**config.mk**
```make
export PLATFORM = sky130hd
export DESIGN_NAME = supertrend_signal
export DESIGN_NICKNAME = d
export VERILOG_FILES = /design/src/rtl/sts_pkg.sv /design/src/rtl/supertrend_signal.sv
export VERILOG_INCLUDE_DIRS = /design/src /design/src/rtl
export SDC_FILE = /design/constraint.sdc
export NUM_CORES = 2
export LEC_CHECK = 0
export BUFFER_PORTS_ARGS = -buffer_cell sky130_fd_sc_hd__buf_2
export CAP_MARGIN = 20
export CELL_PAD_IN_SITES_DETAIL_PLACEMENT = 0
export CELL_PAD_IN_SITES_GLOBAL_PLACEMENT = 1
export CORE_MARGIN = 4
export CORE_UTILIZATION = 25
export CTS_CLUSTER_DIAMETER = 150
export DETAILED_ROUTE_END_ITERATION = 10
export PLACE_DENSITY = 0.54
export SETUP_SLACK_MARGIN = 0.4
export SLEW_MARGIN = 5
export SYNTH_ARGS = -nofsm -noshare
export SYNTH_HDL_FRONTEND = slang
export SYNTH_SLANG_ARGS = --single-unit
```
**constraint.sdc**
```tcl
create_clock -name clk -period 19.8 [get_ports clk]
set_input_delay 1.98 -clock clk [delete_from_list [all_inputs] [get_ports clk]]
set_output_delay 1.98 -clock clk [all_outputs]
set_load 0.01 [all_outputs]
```
**src/rtl/supertrend_signal_macros.svh**
```systemverilog
// assertion macros shared by the rtl
`ifndef SUPERTREND_SIGNAL_MACROS_SVH
`define SUPERTREND_SIGNAL_MACROS_SVH

`ifndef SYNTH
// condition holds in the same cycle
`define STS_ASSERT_IMP(label, ante, cons) \
    label: assert property (@(posedge clk) disable iff (!rst_n) (ante) |-> (cons)) \
        else $error("supertrend_signal: same-cycle check failed");
// condition holds in the next cycle
`define STS_ASSERT_NXT(label, ante, cons) \
    label: assert property (@(posedge clk) disable iff (!rst_n) (ante) |=> (cons)) \
        else $error("supertrend_signal: next-cycle check failed");
`else
`define STS_ASSERT_IMP(label, ante, cons)
`define STS_ASSERT_NXT(label, ante, cons)
`endif

`endif

```
**src/rtl/sts_pkg.sv**
```systemverilog
package sts_pkg;

    localparam int PRICE_WIDTH = 32;
    localparam int PERIOD_W    = 8;
    localparam int MULT_W      = 12;
    localparam int MULT_FRAC   = 8;
    localparam int BAND_W      = PRICE_WIDTH + 2;
    // avg * (period - 1) + tr
    localparam int NUM_W       = PRICE_WIDTH + PERIOD_W + 1;
    localparam int CNT_W       = $clog2(NUM_W);
    localparam int PROD_W      = PRICE_WIDTH + MULT_W;
    localparam int OFF_W       = PROD_W - MULT_FRAC;
    localparam int SUM_W       = OFF_W + 2;

    localparam int CFG_IDX_W   = 1;
    localparam int CFG_DATA_W  = MULT_W;

    localparam logic [CFG_IDX_W-1:0] REG_ATR_PERIOD = CFG_IDX_W'(0);
    localparam logic [CFG_IDX_W-1:0] REG_BAND_MULT  = CFG_IDX_W'(1);

    localparam logic [PERIOD_W-1:0] ATR_PERIOD_RST = PERIOD_W'(10);
    localparam logic [MULT_W-1:0]   BAND_MULT_RST  = MULT_W'(768);

    localparam logic signed [SUM_W-1:0] BAND_MAX_S = (SUM_W'(1) <<< (BAND_W - 1)) - SUM_W'(1);
    localparam logic signed [SUM_W-1:0] BAND_MIN_S = -BAND_MAX_S - SUM_W'(1);

    typedef enum logic [2:0] {
        ST_IDLE,
        ST_RANGE,
        ST_SUM,
        ST_DIV,
        ST_BARS,
        ST_BAND,
        ST_UPDATE
    } sts_state_t;

    typedef enum logic [1:0] {
        ACT_NONE  = 2'd0,
        ACT_LONG  = 2'd1,
        ACT_SHORT = 2'd2,
        ACT_CLOSE = 2'd3
    } sts_action_t;

    typedef enum logic [1:0] {
        SIDE_FLAT  = 2'd0,
        SIDE_LONG  = 2'd1,
        SIDE_SHORT = 2'd2
    } sts_side_t;

endpackage

```
**src/rtl/supertrend_signal.sv**
```systemverilog
// channel   direction  handshake            payload
// in        input      in_valid / in_stall  bar_high, bar_low, bar_close
// out       output     out_valid / out_stall action, trend_up, bands_valid,
//                                           upper_level, lower_level, range_avg
// cfg       input      cfg_write            cfg_index, cfg_data
//
// a bar steps through ST_RANGE, ST_SUM, ST_DIV, ST_BARS, ST_BAND and ST_UPDATE,
// then out_valid rises and the next bar can be taken in that same cycle; the first
// bar ever skips the divide and goes from ST_SUM straight to ST_BARS
// the divide is a restoring divider, one quotient bit per cycle
// over the NUM_W-bit numerator avg * (period - 1) + tr
// one multiplier is shared between avg * (period - 1) and band_mult * avg
// reset clears all indicator state at once, no clearing pass
// a result sits in the output register while the next bar is accepted;
// a bar waits in its last step while the previous result is stalled
`include "supertrend_signal_macros.svh"

module supertrend_signal
    import sts_pkg::*;
(
    input  logic                         clk,
    input  logic                         rst_n,
    input  logic                         in_valid,
    output logic                         in_stall,
    input  logic [PRICE_WIDTH-1:0]       bar_high,
    input  logic [PRICE_WIDTH-1:0]       bar_low,
    input  logic [PRICE_WIDTH-1:0]       bar_close,
    output logic                         out_valid,
    input  logic                         out_stall,
    output logic [1:0]                   action,
    output logic                         trend_up,
    output logic                         bands_valid,
    output logic signed [BAND_W-1:0]     upper_level,
    output logic signed [BAND_W-1:0]     lower_level,
    output logic [PRICE_WIDTH-1:0]       range_avg,
    input  logic                         cfg_write,
    input  logic [CFG_IDX_W-1:0]         cfg_index,
    input  logic [CFG_DATA_W-1:0]        cfg_data
);

    sts_state_t state_reg, state_next;

    logic [PERIOD_W-1:0]       atr_period_reg;
    logic [MULT_W-1:0]         band_mult_reg;

    // indicator state
    logic [PRICE_WIDTH-1:0]    avg_reg;
    logic [PRICE_WIDTH-1:0]    last_close_reg;
    logic                      seeded_reg;
    logic [PERIOD_W-1:0]       bars_seen_reg;
    logic signed [BAND_W-1:0]  upper_reg;
    logic signed [BAND_W-1:0]  lower_reg;
    logic                      started_reg;
    logic [PRICE_WIDTH-1:0]    band_pc_reg;
    logic                      dir_reg;
    sts_side_t                 side_reg;

    // per-bar working registers
    logic [PRICE_WIDTH-1:0]    h_reg, l_reg, c_reg;
    logic [PRICE_WIDTH-1:0]    tr_reg;
    logic [PROD_W-1:0]         prod_reg;
    logic [NUM_W-1:0]          num_reg;
    logic [PERIOD_W-1:0]       rem_reg;
    logic [CNT_W-1:0]          cnt_reg;
    logic [PRICE_WIDTH-1:0]    mid_reg;
    logic signed [BAND_W-1:0]  raw_up_reg, raw_lo_reg;

    // output register
    logic                      out_valid_reg;
    sts_action_t               action_reg;
    logic                      trend_reg;
    logic                      bands_valid_reg;
    logic signed [BAND_W-1:0]  upper_out_reg, lower_out_reg;
    logic [PRICE_WIDTH-1:0]    range_out_reg;

    logic                      in_fire, upd_fire;
    logic [PERIOD_W-1:0]       p_val;
    logic                      ready;

    logic [PRICE_WIDTH-1:0]    hl, da, db, tr_val;
    logic [MULT_W-1:0]         mul_b;
    logic [PROD_W-1:0]         mul_prod;
    logic [PERIOD_W:0]         trial, trial_diff;
    logic                      trial_ge;
    logic [PERIOD_W-1:0]       rem_next;
    logic [NUM_W-1:0]          num_next;
    logic [OFF_W-1:0]          off;
    logic signed [SUM_W-1:0]   mid_ext, off_ext;

    logic signed [BAND_W-1:0]  pc_s, close_s;
    logic signed [BAND_W-1:0]  upd_upper, upd_lower;
    logic                      upd_dir, upd_started;
    sts_side_t                 upd_side;
    sts_action_t               upd_action;

    function automatic logic [PRICE_WIDTH-1:0] abs_diff(
        input logic [PRICE_WIDTH-1:0] a,
        input logic [PRICE_WIDTH-1:0] b
    );
        return (a >= b) ? a - b : b - a;
    endfunction

    function automatic logic signed [BAND_W-1:0] clamp_band(input logic signed [SUM_W-1:0] v);
        logic signed [SUM_W-1:0] r;
        r = v;
        if (v > BAND_MAX_S)
        begin
            r = BAND_MAX_S;
        end
        else if (v < BAND_MIN_S)
        begin
            r = BAND_MIN_S;
        end
        return r[BAND_W-1:0];
    endfunction

    assign in_stall  = (state_reg != ST_IDLE);
    assign in_fire   = in_valid && !in_stall;
    assign upd_fire  = (state_reg == ST_UPDATE) && (!out_valid_reg || !out_stall);

    // a period of zero acts as one
    assign p_val = (atr_period_reg == '0) ? PERIOD_W'(1) : atr_period_reg;
    assign ready = (bars_seen_reg >= p_val);

    // true range, first bar uses high minus low alone
    always_comb
    begin
        hl     = (h_reg >= l_reg) ? h_reg - l_reg : '0;
        da     = abs_diff(h_reg, last_close_reg);
        db     = abs_diff(l_reg, last_close_reg);
        tr_val = hl;
        if (seeded_reg)
        begin
            if (da > tr_val)
            begin
                tr_val = da;
            end
            if (db > tr_val)
            begin
                tr_val = db;
            end
        end
    end

    // shared multiplier
    assign mul_b    = (state_reg == ST_RANGE) ? MULT_W'(p_val - PERIOD_W'(1)) : band_mult_reg;
    assign mul_prod = PROD_W'(avg_reg) * PROD_W'(mul_b);

    // restoring divide step, quotient shifts into num_reg
    assign trial      = {rem_reg, num_reg[NUM_W-1]};
    assign trial_diff = trial - {1'b0, p_val};
    assign trial_ge   = (trial >= {1'b0, p_val});
    assign rem_next   = trial_ge ? trial_diff[PERIOD_W-1:0] : trial[PERIOD_W-1:0];
    assign num_next   = {num_reg[NUM_W-2:0], trial_ge};

    // band offset and raw bands
    assign off     = prod_reg[PROD_W-1:MULT_FRAC];
    assign mid_ext = signed'({{(SUM_W-PRICE_WIDTH){1'b0}}, mid_reg});
    assign off_ext = signed'({{(SUM_W-OFF_W){1'b0}}, off});

    // band update and position logic
    always_comb
    begin
        pc_s        = signed'({{(BAND_W-PRICE_WIDTH){1'b0}}, band_pc_reg});
        close_s     = signed'({{(BAND_W-PRICE_WIDTH){1'b0}}, c_reg});
        upd_upper   = upper_reg;
        upd_lower   = lower_reg;
        upd_dir     = dir_reg;
        upd_started = started_reg;
        upd_side    = side_reg;
        upd_action  = ACT_NONE;
        if (ready)
        begin
            if (!started_reg)
            begin
                upd_upper   = raw_up_reg;
                upd_lower   = raw_lo_reg;
                upd_started = 1'b1;
                upd_dir     = 1'b1;
            end
            else
            begin
                if ((raw_up_reg < upper_reg) || (pc_s > upper_reg))
                begin
                    upd_upper = raw_up_reg;
                end
                if ((raw_lo_reg > lower_reg) || (pc_s < lower_reg))
                begin
                    upd_lower = raw_lo_reg;
                end
                upd_dir = dir_reg ? !(close_s < upd_lower) : (close_s > upd_upper);
                // a reversal only closes; entries come from flat
                priority if (upd_dir && !dir_reg && side_reg == SIDE_FLAT)
                begin
                    upd_action = ACT_LONG;
                    upd_side   = SIDE_LONG;
                end
                else if (!upd_dir && dir_reg && side_reg == SIDE_FLAT)
                begin
                    upd_action = ACT_SHORT;
                    upd_side   = SIDE_SHORT;
                end
                else if (side_reg == SIDE_LONG && !upd_dir)
                begin
                    upd_action = ACT_CLOSE;
                    upd_side   = SIDE_FLAT;
                end
                else if (side_reg == SIDE_SHORT && upd_dir)
                begin
                    upd_action = ACT_CLOSE;
                    upd_side   = SIDE_FLAT;
                end
                else
                begin
                    upd_action = ACT_NONE;
                end
            end
        end
    end

    // sequencer
    always_ff @(posedge clk or negedge rst_n)
    begin
        if (!rst_n)
        begin
            state_reg <= ST_IDLE;
        end
        else
        begin
            state_reg <= state_next;
        end
    end

    always_comb
    begin
        state_next = state_reg;
        unique case (state_reg)
            ST_IDLE:
            begin
                if (in_fire)
                begin
                    state_next = ST_RANGE;
                end
            end
            ST_RANGE:
            begin
                state_next = ST_SUM;
            end
            ST_SUM:
            begin
                state_next = seeded_reg ? ST_DIV : ST_BARS;
            end
            ST_DIV:
            begin
                if (cnt_reg == '0)
                begin
                    state_next = ST_BARS;
                end
            end
            ST_BARS:
            begin
                state_next = ST_BAND;
            end
            ST_BAND:
            begin
                state_next = ST_UPDATE;
            end
            ST_UPDATE:
            begin
                if (upd_fire)
                begin
                    state_next = ST_IDLE;
                end
            end
            default:
            begin
                state_next = ST_IDLE;
            end
        endcase
    end

    // configuration and indicator state
    always_ff @(posedge clk or negedge rst_n)
    begin
        if (!rst_n)
        begin
            atr_period_reg <= ATR_PERIOD_RST;
            band_mult_reg  <= BAND_MULT_RST;
            avg_reg        <= '0;
            last_close_reg <= '0;
            seeded_reg     <= 1'b0;
            bars_seen_reg  <= '0;
            upper_reg      <= '0;
            lower_reg      <= '0;
            started_reg    <= 1'b0;
            band_pc_reg    <= '0;
            dir_reg        <= 1'b1;
            side_reg       <= SIDE_FLAT;
            out_valid_reg  <= 1'b0;
        end
        else
        begin
            if (cfg_write)
            begin
                if (cfg_index == REG_ATR_PERIOD)
                begin
                    atr_period_reg <= cfg_data[PERIOD_W-1:0];
                end
                else if (cfg_index == REG_BAND_MULT)
                begin
                    band_mult_reg <= cfg_data[MULT_W-1:0];
                end
            end

            if (state_reg == ST_SUM && !seeded_reg)
            begin
                avg_reg    <= tr_reg;
                seeded_reg <= 1'b1;
            end
            if (state_reg == ST_DIV && cnt_reg == '0)
            begin
                avg_reg <= num_next[PRICE_WIDTH-1:0];
            end
            if (state_reg == ST_BARS)
            begin
                last_close_reg <= c_reg;
                if (bars_seen_reg < p_val)
                begin
                    bars_seen_reg <= bars_seen_reg + PERIOD_W'(1);
                end
            end
            if (upd_fire)
            begin
                upper_reg   <= upd_upper;
                lower_reg   <= upd_lower;
                started_reg <= upd_started;
                dir_reg     <= upd_dir;
                side_reg    <= upd_side;
                if (ready)
                begin
                    band_pc_reg <= c_reg;
                end
            end

            if (upd_fire)
            begin
                out_valid_reg <= 1'b1;
            end
            else if (out_valid_reg && !out_stall)
            begin
                out_valid_reg <= 1'b0;
            end
        end
    end

    // working and output payload
    always_ff @(posedge clk)
    begin
        if (in_fire)
        begin
            h_reg <= bar_high;
            l_reg <= bar_low;
            c_reg <= bar_close;
        end
        if (state_reg == ST_RANGE)
        begin
            tr_reg   <= tr_val;
            prod_reg <= mul_prod;
        end
        if (state_reg == ST_SUM)
        begin
            num_reg <= prod_reg[NUM_W-1:0] + NUM_W'(tr_reg);
            rem_reg <= '0;
            cnt_reg <= CNT_W'(NUM_W - 1);
        end
        if (state_reg == ST_DIV)
        begin
            num_reg <= num_next;
            rem_reg <= rem_next;
            cnt_reg <= cnt_reg - CNT_W'(1);
        end
        if (state_reg == ST_BARS)
        begin
            prod_reg <= mul_prod;
            mid_reg  <= PRICE_WIDTH'(({1'b0, h_reg} + {1'b0, l_reg}) >> 1);
        end
        if (state_reg == ST_BAND)
        begin
            raw_up_reg <= clamp_band(mid_ext + off_ext);
            raw_lo_reg <= clamp_band(mid_ext - off_ext);
        end
        if (upd_fire)
        begin
            action_reg      <= upd_action;
            trend_reg       <= upd_dir;
            bands_valid_reg <= upd_started;
            upper_out_reg   <= upd_upper;
            lower_out_reg   <= upd_lower;
            range_out_reg   <= ready ? avg_reg : '0;
        end
    end

    assign out_valid   = out_valid_reg;
    assign action      = action_reg;
    assign trend_up    = trend_reg;
    assign bands_valid = bands_valid_reg;
    assign upper_level = upper_out_reg;
    assign lower_level = lower_out_reg;
    assign range_avg   = range_out_reg;

    // divider remainder stays below the period
    `STS_ASSERT_IMP(a_rem_bound, state_reg == ST_DIV, rem_reg < p_val)
    // a long position only while the trend is up, short only while down
    `STS_ASSERT_IMP(a_long_up, side_reg == SIDE_LONG, dir_reg)
    `STS_ASSERT_IMP(a_short_down, side_reg == SIDE_SHORT, !dir_reg)
    // bands are never started before the average is seeded
    `STS_ASSERT_IMP(a_started_seeded, started_reg, seeded_reg && bars_seen_reg != '0)
    // a finished update always lands in the output register
    `STS_ASSERT_NXT(a_update_out, upd_fire, out_valid_reg && state_reg == ST_IDLE)

endmodule
```
# Word level (Yosys, flattened, before mapping)
# Cells that the tools add are included.
# classes
multipliers	1
n_eq_ne	11
n_mux	51
n_reduce_logical	39
n_bitwise	3
order_cmp	18
add_sub_neg	13
# op_table
op	n
two-way mux 34 bit	12
two-way mux 32 bit	9
subtractor 32 bit	5
>= comparator 32 bit	3
two-way mux 44 bit	2
two-way mux 41 bit	2
> comparator 33 x 34 -> 1 bit	2
less-than comparator 33 x 34 -> 1 bit	2
> comparator 32 bit	2
multiplier 32 x 12 -> 44 bit	1
adder 41 x 32 -> 41 bit	1
less-than comparator 38 x 34 -> 1 bit, second input constant	1
adder 32 x 36 -> 37 bit	1
> comparator 37 x 33 -> 1 bit, second input constant	1
> comparator 37 x 34 -> 1 bit, second input constant	1
less-than comparator 37 x 34 -> 1 bit, second input constant	1
subtractor 32 x 36 -> 37 bit	1
> comparator 34 bit	1
less-than comparator 34 bit	1
adder 32 x 32 -> 33 bit	1
two-way mux 8 bit	4
one-hot mux 3 bit (7 select lines)	1
two-way mux 2 bit	7
two-way mux 12 bit	1
32 further kinds	73
# word_totals
word_cells	168
register_bits	632

# Depth between registers and ports, before layout
# depth
ltp_word	13
depth_mapped	41
ltp_nobuf	36

# Worst setup path before layout
# OpenSTA, ideal clock, no wires.
# synth_path
path_kind	input port to flip-flop
start	input out_stall
end	register lower_reg[10]
t_arrival_ns	9.198
setup_ns	0.083
path_stages	7
setup_slack_ns	10.519
path_cell_list	a21oi_1 -> nand2_1 -> a31oi_1 -> clkbuf_1 -> clkbuf_1 -> nand2_1 -> o21ai_0
# synth_between
elab_chain_cells	3
# synth_rtl
item	line_no	rtl
start, declared	supertrend_signal.sv:29	input logic out_stall,
logical NOT 1 bit	supertrend_signal.sv:119	assign upd_fire = (state_reg == ST_UPDATE) && (!out_valid_reg || !out_stall);
logical OR 1 bit	supertrend_signal.sv:119	
logical AND 1 bit	supertrend_signal.sv:119	
end signal, assigned	supertrend_signal.sv:335	lower_reg <= upd_lower;
end, declared	supertrend_signal.sv:52	logic signed [BAND_W-1:0] lower_reg;
# Every way passes these cells.
# A chain may end at the register's enable or synchronous reset.

# Final worst setup path
# layout_path
start	register h_reg[13]
end	register tr_reg[24], data pin
# layout_between
elab_chain_cells	8
elab_cells_between_ends	13
cone_classes	3 x add/sub; 4 x order compare; 6 x mux
# layout_rtl
item	line_no	rtl
start, declared	supertrend_signal.sv:59	logic [PRICE_WIDTH-1:0] h_reg, l_reg, c_reg;
start signal, assigned	supertrend_signal.sv:361	h_reg <= bar_high;
subtractor 32 bit (tied with other cells)	supertrend_signal.sv:100	return (a >= b) ? a - b : b - a;
two-way mux 32 bit (on tied branches)	supertrend_signal.sv:100, supertrend_signal.sv:128	
> comparator 32 bit	supertrend_signal.sv:134	if (da > tr_val)
two-way mux 32 bit	supertrend_signal.sv:134	
two-way mux 32 bit	supertrend_signal.sv:132	if (seeded_reg)
> comparator 32 bit	supertrend_signal.sv:138	if (db > tr_val)
two-way mux 32 bit	supertrend_signal.sv:138	
two-way mux 32 bit *	supertrend_signal.sv:132	
net tr_val[24]	supertrend_signal.sv:80	logic [PRICE_WIDTH-1:0] hl, da, db, tr_val;
end signal, assigned	supertrend_signal.sv:367	tr_reg <= tr_val;
end, declared	supertrend_signal.sv:60	logic [PRICE_WIDTH-1:0] tr_reg;
# Mark *: on every way through the listed nets, which the timed path passes. The rest lies on a longest branch. The select of a mux whose other input is x is not followed.

==> impl_metrics.tcl <==
set metrics [dict create \
    drtIter0Drc 3432 \
    timing.final.crit_period_ns 11.29 \
    synth_edf_count 431 \
    tns_ns 0 \
    synthFlopType "edfxtp_1" \
    hold-path-cell-count 1 \
    final_nets 7485 \
    fmax_mhz 88.5 \
    post-route-util_pct 28.5 \
    r2r_cells 29 \
    cts_inserted_buffers 83 \
    async_flop_share_pct 31.8 \
    route.detailed.drc 0 \
    hpwl_um 175000 \
    clkSlewWorstSetupHoldPaths_ns 0.06 \
    start_kind "flop" \
    hp-start "bars_seen_reg[7]$_DFFE_PN0P_" \
    netlist_area_um2 57300 \
    die_y_um 487 \
    io_pins 220 \
    cts-root-buf "clkbuf_16" \
    syn_nets 7375 \
    chipWidth_um 487 \
    maxSlewHeadroom_pct 30.3 \
    grt_max_degree 75 \
    cpPeakStageDelay_ns 0.72 \
    cts.htree.levels 3 \
    cts_buffer_depth 3 \
    largest_reg_flops 44 \
    setup_ws_ns 8.51 \
    cpMaxStageDelayCell "a21oi_4" \
    ys_seq_area_share_pct 31.4 \
    finClkSkew_ns 0.0387 \
    cts_setup_buffers 0 \
    grt_pass1_vias 46947 \
    regToRegSetupSlack_ns 8.51 \
    area_delta_synth_final_pct 13.2 \
    rsz0062_at_grt "false" \
    vias 46605 \
    coreArea_um2 228000 \
    synth_warnings 0 \
    hold_viol 0 \
    clkLatencyLatePin_ns 0.73 \
    die_area_um2 237000 \
    grt_pass1_wl_um 323000 \
    postCtsHoldBufs 0 \
    routabilityCongestion 0.894 \
    start_util_pct 25.1 \
    cts_sinks 632 \
    ys_ff_latch 632 \
    critPathMaxFanout 31 \
    grt_overflow_total 0 \
    reg2reg_from "h_reg[13]$_DFFE_PP_" \
    netlist-cell-type-count 98 \
    yosys-top-cells-area "edfxtp_1 (23%), ha_1 (14%), fa_1 (11%), dfrtp_1 (8.6%), nand2_1 (5.5%)" \
    yosysTopAreaCellShare_pct 22.6 \
    crit_arrival_ns 11.87 \
    required_ns 20.38 \
    tightest_slew_ns 1.05 \
    synthCells 6307 \
    wire_per_inst_um 23.2 \
    grt_usage_pct 18.2 \
    avgSynthCellArea_um2 9.08 \
    maxCapViolCount 0 \
    portBuffers 219 \
    drive_gt1_share_pct 8.29 \
    synth_top_area_cell "edfxtp_1" \
    cts-resized-gates 0 \
    cts_tree "done" \
    whs_endpoint "bars_seen_reg[7]$_DFFE_PN0P_" \
    fp-row-count 175 \
    worstReg2RegEnd "tr_reg[24]$_DFFE_PP_" \
    drt-total-wl_um 220000 \
    drtAntennaViolNets 0 \
    place_ws_ns 8.78 \
    fin_crit_sh_pct 57.0 \
    min_path_type "flop to flop" \
    cp-end-kind "flop" \
    grt_antenna_before_repair 30 \
    startpoint "h_reg[13]$_DFFE_PP_" \
    status "finished clean" \
    finalSetupViolCount 0 \
    slew_violations 0 \
    critPathKind "flop to flop" \
    avgViaCountPerCell 4.91 \
    first_pass_iters 6 \
]
[placed cells by master, fill, tap and decap left out, drive strengths merged, types with 66 or more instances in the layout]
| master | synthesis | routed |
|---|---|---|
| a21o | 187 | 187 |
| a21oi | 469 | 469 |
| and2 | 174 | 174 |
| buf | 54 | 289 |
| clkbuf | 211 | 102 |
| dfrtp | 196 | 196 |
| edfxtp | 431 | 431 |
| fa | 310 | 310 |
| ha | 644 | 644 |
| inv | 686 | 690 |
| mux2i | 69 | 69 |
| nand2 | 846 | 846 |
| nand4 | 66 | 66 |
| nor2 | 399 | 399 |
| nor3 | 92 | 92 |
| o21ai | 446 | 446 |
| xnor2 | 174 | 174 |
| xor2 | 70 | 70 |
[critical path: cells and delay by family, from the launching register on]
kind	cells	cell delay, ns
AOI/OAI and AO/OA	9	3.23
adders and majority gates	3	1.24
buffers and inverters	1	0.45
xor gates and xnor gates	1	0.31
and+or+nand+nor	14	5.00
muxes	1	0.38
DFF	1	0.46
[area by class of cell]
class	count	area [um^2]
well taps	3009	3760
flip-flops and latches	632	18000
clock inverters	53	787
clock buffers	102	2250
inverters	689	2590
fillers	24211	163000
repair buffers	290	1650
multi-input cells	4721	35800
diodes	1	2.50
[cells in the mapped netlist (all sizes together), types with 35 or more instances]
master  number
nand2b      39
ha         644
nand2      846
a211oi      65
a21o       187
nor3        92
nand4       66
and3        35
a21oi      469
xnor2      174
clkbuf     211
dfrtp      196
buf         54
nand3       60
nor2       399
fa         310
o21bai      65
xor2        70
and2       174
inv        686
o21ai      446
mux2i       69
nor2b       48
edfxtp     431
o21a        46
[worst max-delay path by stage]
| stage | end | slack (ns) | depth (start not counted) |
|---|---|---|---|
| 2_1_floorplan | lower_reg[10]$_DFFE_PN0P_ | 10.52 | 7 |
| 3_3_place_gp | tr_reg[24]$_DFFE_PP_ | 8.94 | 36 |
| 3_5_place_dp | tr_reg[17]$_DFFE_PP_ | 8.78 | 34 |
| 4_1_cts | tr_reg[24]$_DFFE_PP_ | 8.74 | 34 |
| 5_1_grt | tr_reg[24]$_DFFE_PP_ | 7.96 | 34 |
| 6_report | tr_reg[24]$_DFFE_PP_ | 8.51 | 29 |
[stage by stage]
| step | cells | hold slack, ns | instance area, um^2 |
|---|---|---|---|
| floorplan | 6307 | 0.451 | 57300 |
| global placement | 9339 | 0.465 | 61700 |
| detailed placement | 9340 | 0.469 | 61800 |
| CTS | 9495 | 0.482 | 64800 |
| global route | 9496 | 0.507 | 64800 |
| finish | 9497 | 0.475 | 64800 |
[metal layers]
metal	vias to the layer above	global-route usage (%)	part of all wire [%]
met1	23214	26.2	48
met2	1190	29.2	45
li1	22002	-	-
met4	6	3.48	1.9
met3	193	2.51	4.9
met5	-	0	0.015
[cells by family (layout without fill, tap and decap cells)]
logic type	count (synthesis)	in the layout	synth area share, %
buf+inv	954	1134	6.39
simple gates	1858	1858	14.7
compound gates	1564	1564	17.0
flops	632	632	31.4
fa+ha+maj	954	954	24.9
mux	100	100	1.82
other cells	1	2	0.00655
xor+xnor	244	244	3.73
Power is not shown: default switching activity piles up to over one toggle a cycle in this logic, so the estimate is an artifact.
